[src/hdl/bounded_array_list_table_assert.svh]
// Assertion macros shared by the array list table RTL.
// Depends on nothing; each macro expands to one concurrent assertion.
`ifndef BOUNDED_ARRAY_LIST_TABLE_ASSERT_SVH
`define BOUNDED_ARRAY_LIST_TABLE_ASSERT_SVH

// The expression holds at every clock edge outside reset.
`define BAT_ASSERT_ALWAYS(lbl, clk, rst, expr, msg) \
  lbl: assert property (@(posedge clk) disable iff (rst) (expr)) else $error(msg);

// The consequent holds in the same cycle as the antecedent.
`define BAT_ASSERT_IMPL(lbl, clk, rst, ante, cons, msg) \
  lbl: assert property (@(posedge clk) disable iff (rst) (ante) |-> (cons)) else $error(msg);

// The consequent holds in the cycle after the antecedent.
`define BAT_ASSERT_NEXT(lbl, clk, rst, ante, cons, msg) \
  lbl: assert property (@(posedge clk) disable iff (rst) (ante) |=> (cons)) else $error(msg);

`endif

[src/hdl/bat_pkg.sv]
// Package for the array list table: sizes, operation and status codes,
// controller states and the controller-to-datapath command word. No dependencies.
package bat_pkg;

  // Built depth of the table.
  localparam int MAX_ENTRIES = 16;

  // Widths of the internal index and count.
  localparam int IDX_W = $clog2(MAX_ENTRIES);
  localparam int CNT_W = $clog2(MAX_ENTRIES + 1);

  // Fixed field widths of the ports.
  localparam int MODE_W  = 2;
  localparam int POS_W   = 4;
  localparam int VALUE_W = 32;
  localparam int STAT_W  = 2;
  localparam int FOUND_W = 4;
  localparam int COUNT_W = 5;
  localparam int CAP_W   = 5;

  // Width wide enough to compare count, capacity and position.
  localparam int WIDE_A = (CNT_W > CAP_W) ? CNT_W : CAP_W;
  localparam int WIDE_W = (WIDE_A > POS_W) ? WIDE_A : POS_W;

  // Configuration port.
  localparam int PADDR_W  = 3;
  localparam int PDATA_W  = 32;
  localparam logic [CAP_W-1:0] CAP_RESET = CAP_W'(16);

  typedef enum logic [MODE_W-1:0] {
    MODE_APPEND = 2'd0,
    MODE_DELETE = 2'd1,
    MODE_SEARCH = 2'd2,
    MODE_UPDATE = 2'd3
  } mode_t;

  typedef enum logic [STAT_W-1:0] {
    STAT_OK        = 2'd0,
    STAT_FULL      = 2'd1,
    STAT_NOT_FOUND = 2'd2,
    STAT_RANGE     = 2'd3
  } status_t;

  typedef enum logic {
    S_IDLE = 1'b0,
    S_EXEC = 1'b1
  } state_t;

  // Command word from the controller to the datapath.
  typedef struct packed {
    logic load;   // capture the incoming word
    logic exec;   // carry out the captured operation
  } dp_cmd_t;

endpackage

[src/hdl/bat_regs.sv]
// Configuration register file of the array list table (APB-style port).
// Depends on bat_pkg.
module bat_regs (
  input  logic                        clk,
  input  logic                        rst,
  input  logic                        psel,
  input  logic                        penable,
  input  logic                        pwrite,
  input  logic [bat_pkg::PADDR_W-1:0] paddr,
  input  logic [bat_pkg::PDATA_W-1:0] pwdata,
  output logic [bat_pkg::PDATA_W-1:0] prdata,
  output logic                        pready,
  output logic [bat_pkg::CAP_W-1:0]   capacity
);
  import bat_pkg::*;

  logic wr_cap;

  // Word address zero holds the capacity limit; the low address bits are ignored.
  assign wr_cap = psel && penable && pwrite && !paddr[2];
  assign pready = 1'b1;

  always_ff @(posedge clk) begin
    if (rst) begin
      capacity <= CAP_RESET;
    end else if (wr_cap) begin
      capacity <= pwdata[CAP_W-1:0];
    end
  end

  // Reads return the capacity limit, zero elsewhere.
  assign prdata = paddr[2] ? '0 : {{(PDATA_W-CAP_W){1'b0}}, capacity};

endmodule

[src/hdl/bat_ctrl.sv]
// Controller of the array list table: accepts a command word, then runs it.
// Depends on bat_pkg.
module bat_ctrl (
  input  logic             clk,
  input  logic             rst,
  input  logic             start,
  output logic             busy,
  output bat_pkg::dp_cmd_t cmd
);
  import bat_pkg::*;

  state_t state, state_next;

  always_ff @(posedge clk) begin
    if (rst) begin
      state <= S_IDLE;
    end else begin
      state <= state_next;
    end
  end

  // Idle captures a word on start; the execute cycle updates the table.
  always_comb begin
    state_next = state;
    busy       = 1'b0;
    cmd        = '0;
    unique case (state)
      S_IDLE: begin
        if (start) begin
          cmd.load   = 1'b1;
          state_next = S_EXEC;
        end
      end
      S_EXEC: begin
        busy       = 1'b1;
        cmd.exec   = 1'b1;
        state_next = S_IDLE;
      end
    endcase
  end

endmodule

[src/hdl/bat_dp.sv]
// Datapath of the array list table: operand latch, entry registers, count
// and result registers. Depends on bat_pkg and the assertion macro header.
`include "bounded_array_list_table_assert.svh"

module bat_dp (
  input  logic                        clk,
  input  logic                        rst,
  input  bat_pkg::dp_cmd_t            cmd,
  input  logic [bat_pkg::MODE_W-1:0]  mode,
  input  logic [bat_pkg::POS_W-1:0]   position,
  input  logic [bat_pkg::VALUE_W-1:0] value,
  input  logic [bat_pkg::CAP_W-1:0]   capacity,
  output logic                        done,
  output logic [bat_pkg::STAT_W-1:0]  status,
  output logic [bat_pkg::FOUND_W-1:0] found_index,
  output logic [bat_pkg::COUNT_W-1:0] entry_count
);
  import bat_pkg::*;

  // Captured command word.
  mode_t              op_mode;
  logic [POS_W-1:0]   op_pos;
  logic [VALUE_W-1:0] op_value;

  // Table state.
  logic [VALUE_W-1:0] entries [MAX_ENTRIES];
  logic [CNT_W-1:0]   count, count_next;

  // Result registers.
  status_t            res_status;
  logic [IDX_W-1:0]   res_found;
  logic [CNT_W-1:0]   res_count;

  // Operation decode.
  status_t            status_next;
  logic [IDX_W-1:0]   found_next;
  logic [IDX_W-1:0]   hit_idx;
  logic [WIDE_W-1:0]  cnt_w, cap_w, pos_w;
  logic               is_full, pos_bad, hit;
  logic [IDX_W-1:0]   pos_idx, tail_idx;

  always_ff @(posedge clk) begin
    if (cmd.load) begin
      op_mode  <= mode_t'(mode);
      op_pos   <= position;
      op_value <= value;
    end
  end

  assign cnt_w    = WIDE_W'(count);
  assign cap_w    = WIDE_W'(capacity);
  assign pos_w    = WIDE_W'(op_pos);
  assign is_full  = (cnt_w >= cap_w) || (count == CNT_W'(MAX_ENTRIES));
  assign pos_bad  = (pos_w >= cnt_w);
  assign pos_idx  = IDX_W'(op_pos);
  assign tail_idx = IDX_W'(count);

  // Status, search result and new count of the captured operation.
  always_comb begin
    status_next = STAT_OK;
    found_next  = '0;
    count_next  = count;
    hit         = 1'b0;
    hit_idx     = '0;
    // Scan from the top so the lowest matching index wins.
    for (int i = MAX_ENTRIES - 1; i >= 0; i--) begin
      if ((entries[i] == op_value) && (CNT_W'(i) < count)) begin
        hit     = 1'b1;
        hit_idx = IDX_W'(i);
      end
    end
    unique case (op_mode)
      MODE_APPEND: begin
        if (is_full) status_next = STAT_FULL;
        else count_next = count + CNT_W'(1);
      end
      MODE_DELETE: begin
        if (pos_bad) status_next = STAT_RANGE;
        else count_next = count - CNT_W'(1);
      end
      MODE_SEARCH: begin
        // Only a successful search reports an index.
        if (hit) found_next = hit_idx;
        else status_next = STAT_NOT_FOUND;
      end
      MODE_UPDATE: begin
        if (pos_bad) status_next = STAT_RANGE;
      end
    endcase
  end

  // Entry writes: append at the tail, update in place, delete shifts down.
  always_ff @(posedge clk) begin
    if (cmd.exec) begin
      for (int i = 0; i < MAX_ENTRIES; i++) begin
        unique case (op_mode)
          MODE_APPEND: begin
            if (!is_full && (tail_idx == IDX_W'(i))) entries[i] <= op_value;
          end
          MODE_DELETE: begin
            if (!pos_bad && (IDX_W'(i) >= pos_idx) && (i < MAX_ENTRIES - 1)) begin
              entries[i] <= entries[(i + 1) % MAX_ENTRIES];
            end
          end
          MODE_UPDATE: begin
            if (!pos_bad && (pos_idx == IDX_W'(i))) entries[i] <= op_value;
          end
          MODE_SEARCH: begin
          end
        endcase
      end
    end
  end

  // Count and the result strobe.
  always_ff @(posedge clk) begin
    if (rst) begin
      count <= '0;
      done  <= 1'b0;
    end else begin
      done <= cmd.exec;
      if (cmd.exec) count <= count_next;
    end
  end

  always_ff @(posedge clk) begin
    if (cmd.exec) begin
      res_status <= status_next;
      res_found  <= found_next;
      res_count  <= count_next;
    end
  end

  assign status      = res_status;
  assign found_index = FOUND_W'(res_found);
  assign entry_count = COUNT_W'(res_count);

  `BAT_ASSERT_ALWAYS(a_count_bound, clk, rst, count <= CNT_W'(MAX_ENTRIES), "count above depth")
  `BAT_ASSERT_NEXT(a_count_hold, clk, rst, !cmd.exec, $stable(count), "count moved while idle")
  `BAT_ASSERT_IMPL(a_done_after_exec, clk, rst, done, $past(cmd.exec), "result without execute")

endmodule

[src/hdl/bounded_array_list_table.sv]
// Top level of the bounded array list table.
// Depends on bat_pkg, bat_regs, bat_ctrl and bat_dp.

// Each operation has a capture cycle and an execute cycle: the cycle in
// which start is taken with busy low captures the word, and the following
// execute cycle, with busy high, updates the sixteen entry registers and
// the count in one step (parallel compare for search, one-place shift for
// delete). The result appears on status, found_index and entry_count,
// marked by done, in the cycle after the execute cycle, and holds until
// the next execute; the receiver cannot stall it, so it must take it then.
// A new start is accepted in that same cycle, but none while busy is high.
// Entries need no clearing after reset; only entries below the count
// affect a result. The capacity limit sits at byte address 0 of the
// configuration port and should be written only while the table is idle.
module bounded_array_list_table (
  input  logic                        clk,
  input  logic                        rst,
  input  logic                        start,
  output logic                        busy,
  input  logic [bat_pkg::MODE_W-1:0]  mode,
  input  logic [bat_pkg::POS_W-1:0]   position,
  input  logic signed [bat_pkg::VALUE_W-1:0] value,
  output logic                        done,
  output logic [bat_pkg::STAT_W-1:0]  status,
  output logic [bat_pkg::FOUND_W-1:0] found_index,
  output logic [bat_pkg::COUNT_W-1:0] entry_count,
  input  logic                        psel,
  input  logic                        penable,
  input  logic                        pwrite,
  input  logic [bat_pkg::PADDR_W-1:0] paddr,
  input  logic [bat_pkg::PDATA_W-1:0] pwdata,
  output logic [bat_pkg::PDATA_W-1:0] prdata,
  output logic                        pready
);
  import bat_pkg::*;

  dp_cmd_t          cmd;
  logic [CAP_W-1:0] capacity;

  bat_regs u_regs (
    .clk      (clk),
    .rst      (rst),
    .psel     (psel),
    .penable  (penable),
    .pwrite   (pwrite),
    .paddr    (paddr),
    .pwdata   (pwdata),
    .prdata   (prdata),
    .pready   (pready),
    .capacity (capacity)
  );

  bat_ctrl u_ctrl (
    .clk   (clk),
    .rst   (rst),
    .start (start),
    .busy  (busy),
    .cmd   (cmd)
  );

  bat_dp u_dp (
    .clk         (clk),
    .rst         (rst),
    .cmd         (cmd),
    .mode        (mode),
    .position    (position),
    .value       (value),
    .capacity    (capacity),
    .done        (done),
    .status      (status),
    .found_index (found_index),
    .entry_count (entry_count)
  );

endmodule
[config.mk]
export PLATFORM = sky130hd
export DESIGN_NAME = bounded_array_list_table
export DESIGN_NICKNAME = d
export VERILOG_FILES = /design/src/hdl/bat_pkg.sv /design/src/hdl/bat_regs.sv /design/src/hdl/bat_ctrl.sv /design/src/hdl/bat_dp.sv /design/src/hdl/bounded_array_list_table.sv
export VERILOG_INCLUDE_DIRS = /design/src /design/src/hdl
export SDC_FILE = /design/constraint.sdc
export NUM_CORES = 1
export LEC_CHECK = 0
export CAP_MARGIN = 20
export CELL_PAD_IN_SITES_DETAIL_PLACEMENT = 0
export CELL_PAD_IN_SITES_GLOBAL_PLACEMENT = 1
export CORE_MARGIN = 1.5
export CORE_UTILIZATION = 52
export DETAILED_ROUTE_END_ITERATION = 8
export DONT_BUFFER_PORTS = 1
export HOLD_SLACK_MARGIN = 0.12
export PLACE_DENSITY_LB_ADDON = 0.3
export SYNTH_ARGS = -nofsm -noshare
export SYNTH_HDL_FRONTEND = slang
export SYNTH_SLANG_ARGS = --single-unit
[constraint.sdc]
create_clock -name clk -period 6.25 [get_ports clk]
set_clock_uncertainty 0.2 [all_clocks]
set_input_delay 0.3125 -clock clk [delete_from_list [all_inputs] [get_ports clk]]
set_output_delay 0.3125 -clock clk [all_outputs]
set_load 0.1 [all_outputs]
==> impl_metrics.ini <==
[yosys]
synth_edf_count = 561
synth_common_cells = sky130_fd_sc_hd__edfxtp_1 (561), sky130_fd_sc_hd__mux2_2 (434), sky130_fd_sc_hd__xor2_1 (264), sky130_fd_sc_hd__xnor2_1 (255), sky130_fd_sc_hd__nand2_1 (125)
yosysTopAreaCellShare_pct = 54.5
ys.flop_type = sky130_fd_sc_hd__edfxtp_1
synth.avg_cell_area_um2 = 13.7
syn_inst_count = 2254
synthMostInstantiatedCell = sky130_fd_sc_hd__edfxtp_1
mappedNetlistArea_um2 = 30900
ys_seq_elements = 573
synth_top_cell_by_area = sky130_fd_sc_hd__edfxtp_1
async_reset_ff_share_pct = 0
synth.top_cells.by_area = sky130_fd_sc_hd__edfxtp_1 (55%), sky130_fd_sc_hd__mux2_2 (16%), sky130_fd_sc_hd__xor2_1 (7.5%), sky130_fd_sc_hd__xnor2_1 (7.2%), sky130_fd_sc_hd__nor4_1 (1.5%)
yosysUniqueCellTypes = 68
yosys_warnings = 0
synth.yosys.seq_area_share_pct = 55.3

[timing]
worst_pin_slew_ns = 1.11
final_critical_path_setup_slack_ns = 1.33
slew_headroom_pct = 26.1
final_hold_viol_count = 0
rsz0062_at_grt = no
timing.final.setup_violations = 0
fmax_mhz = 203
fin_setup_tns_ns = 0
timing.final.crit_share_pct = 78.7
final-max-slew-violation-count = 0
final.min_clock_period_ns = 4.92

[drt]
num_vias = 18447
detailedRoute.firstIterationViolations = 1824
wire_per_inst_um = 27.7
first_pass_iters = 5
vias_per_cell = 5.89
finalWirelength_um = 86700
antenna_left = 0
drc = 0

[cells_and_area]
ff_latch_area_um2 = 17100
multi_input_comb_area_um2 = 12700
syn_to_final_growth_pct = 12.2
fill_cells = 4604
nNetsFinal = 2402
antenna_cells = 0
final_layout_size_suffix_gt1_share_pct = 28.4
final_cell_area_um2 = 34700

[setup_path]
ff2ff_path_depth = 10
maximum_net_fanout_on_the_critical_path = 33
critPathArrivalTime_ns = 5.05
crit_path_end_kind = flip-flop
timing.critical_path.required_ns = 6.38
critical_path.top_delay_family = simple AND/OR/NAND/NOR gates
worstPathCellList = ha_1 -> nand2b_1 -> a21o_1 -> a21o_1 -> a21oi_2 -> o21ai_2 -> nor2_2 -> nand3_2 -> o221ai_4 -> buf_16
timing.reg2reg.setup_slack_ns = 1.33
path_buf_inv = 1
crit_path_top_delay_cell = sky130_fd_sc_hd__nand3_2
cp.depth = 10
startpoint_type = flip-flop
worst_path_most_repeated_cell = sky130_fd_sc_hd__a21o_1
critPathMaxStageDelay_ns = 0.96
setup.worst_path.class = reg -> reg

[global_routing]
grt_start_max_net_pins = 39
antenna_found_initial = 0
first_pass_grt_wire_length_um = 127000
global_route.overflow_total = 0
track_usage_pct = 28.7
grt_pass1_vias = 18498

[clock_network]
cts_tree = built
clk_transition_reported_paths_ns = 0.07
cts_setup_buffers = 0
numCtsBuffers = 61
ctsRootBufferMaster = sky130_fd_sc_hd__clkbuf_16
clk_path_buf_depth = 3
insertion_delay_ns = 0.64
cts.htree.levels = 2
cts_sinks = 573

[floorplanning]
die_y_um = 247
die-area_um2 = 60900
die-width_um = 247
num_io_pins = 125
floorplan.initialDensity_pct = 52.5
rows = 89
coreArea_um2 = 58900

[pwr]
intPower_w = 0.00665
switching_share_pct = 24.2
sequentialPowerShare_pct = 49.8
static-leakage-power_nw = 11.6
p_total_w = 0.00877
power_per_cell_area_nw_per_um2 = 253
ir_drop_mv = 0.251
switching_power_w = 0.00213
clock_power_share_pct = 41.0
pwr-share-comb_pct = 9.2

[placed_design]
pre_cts_ws_ns = 1.38
finalWeightedCongestion = 0.936
buffer_ports.inserted = 0
place_hpwl_um = 61600
dpl_cell_area_um2 = 31600

[min_path]
worstHoldPathCells = 1
holdCritPathClass = in -> reg

[run_status]
status = finished, final reports clean

[job]
maxCapViolCount = 0
==> final cells by class <==
class,instances,area share [%]
Multi-Input combinational cell,1468,36.8
Clock inverter,37,0.975
Clock buffer,78,4.67
Sequential cell,573,49.3
Tap cell,773,2.79
Inverter,19,0.206
Timing Repair Buffer,186,5.30
==> power by group through the flow <==
| stage | registers [W] | clock network, W | logic [W] |
|---|---|---|---|
| floorplan | 0.00441 | 0 | 0.000613 |
| global placement | 0.00445 | 0 | 0.000740 |
| detailed placement | 0.00445 | 0 | 0.000753 |
| CTS | 0.00437 | 0.00363 | 0.000803 |
| global route | 0.00437 | 0.00377 | 0.000862 |
| finish | 0.00437 | 0.00359 | 0.000809 |
==> metal layers <==
metal	GRT usage, %	up-vias	share of wire [%]
met2	47.4	585	48
met3	3.49	131	4.9
met5	0	-	0
met1	39.7	9493	44
li1	-	8238	-
met4	8.86	0	3.0
==> layout by cell type (no fill, tap or decap), drive strengths merged, types with 4 or more instances in the layout <==
cell type    instances
edfxtp             561
mux2               448
xor2               264
xnor2              256
nand2              125
buf                 99
dlygate4sd3         87
nor4                79
clkbuf              78
nand4               68
nor2                35
conb                28
nand3               28
clkinv              26
nor3                23
o21ai               20
inv                 19
ha                  14
dfxtp               12
a21oi               12
o221ai              10
a21o                 7
clkinvlp             6
nand2b               5
bufinv               5
mux2i                4
o22ai                4
nor2b                4
==> per-stage QoR <==
step                util (%)  hold WS, ns  instances
floorplan                  -        0.184       2280
global placement        53.5        0.182       2917
detailed placement      53.7        0.182       2921
CTS                     58.5        0.121       3123
global route            58.8        0.148       3134
finish                  58.8        0.149       3134
==> logic make-up after synthesis <==
| group | share of synthesized area, % |
|---|---|
| flip-flops | 55.3 |
| XOR/XNOR | 14.8 |
| multiplexers | 16.5 |
| AND/OR/NAND/NOR | 6.35 |
| buffers and inverters | 4.73 |
| AO/OA/AOI/OAI | 1.82 |
| adder cells (fa/ha/maj) | 0.567 |
| other | 0.0243 |
==> sequential cells by signal (all words and copies together), names as in the netlist <==
name	cells
u_dp.op_mode	2
u_dp.found_index	4
u_dp.op_pos	4
u_dp.entry_count	5
u_dp.op_value	32
u_ctrl.state	1
u_dp.cnt_w	5
u_regs.capacity	5
u_dp.done	1
u_dp.status	2
u_dp.entries	512
==> final timing paths <==
path | from | endpoint
max reg2reg | u_dp.cnt_w[0]$_SDFFE_PP0P_ | u_dp.entries[0][31]$_DFFE_PP_
min reg2reg | u_dp.entries[1][19]$_DFFE_PP_ | u_dp.entries[0][243]$_DFFE_PP_
max | u_dp.cnt_w[0]$_SDFFE_PP0P_ | u_dp.entries[0][31]$_DFFE_PP_
min | value[16] | u_dp.op_value[16]$_DFFE_PP_
==> repair_timing <==
action | 4_1_cts | 5_1_grt
hold buffers | 87 | 0
hold endpoints to repair | 58 | 0
endpoints found under the setup margin | 0 | 0
gates resized for setup | 0 | 0
(Power assumes the default switching activity.)
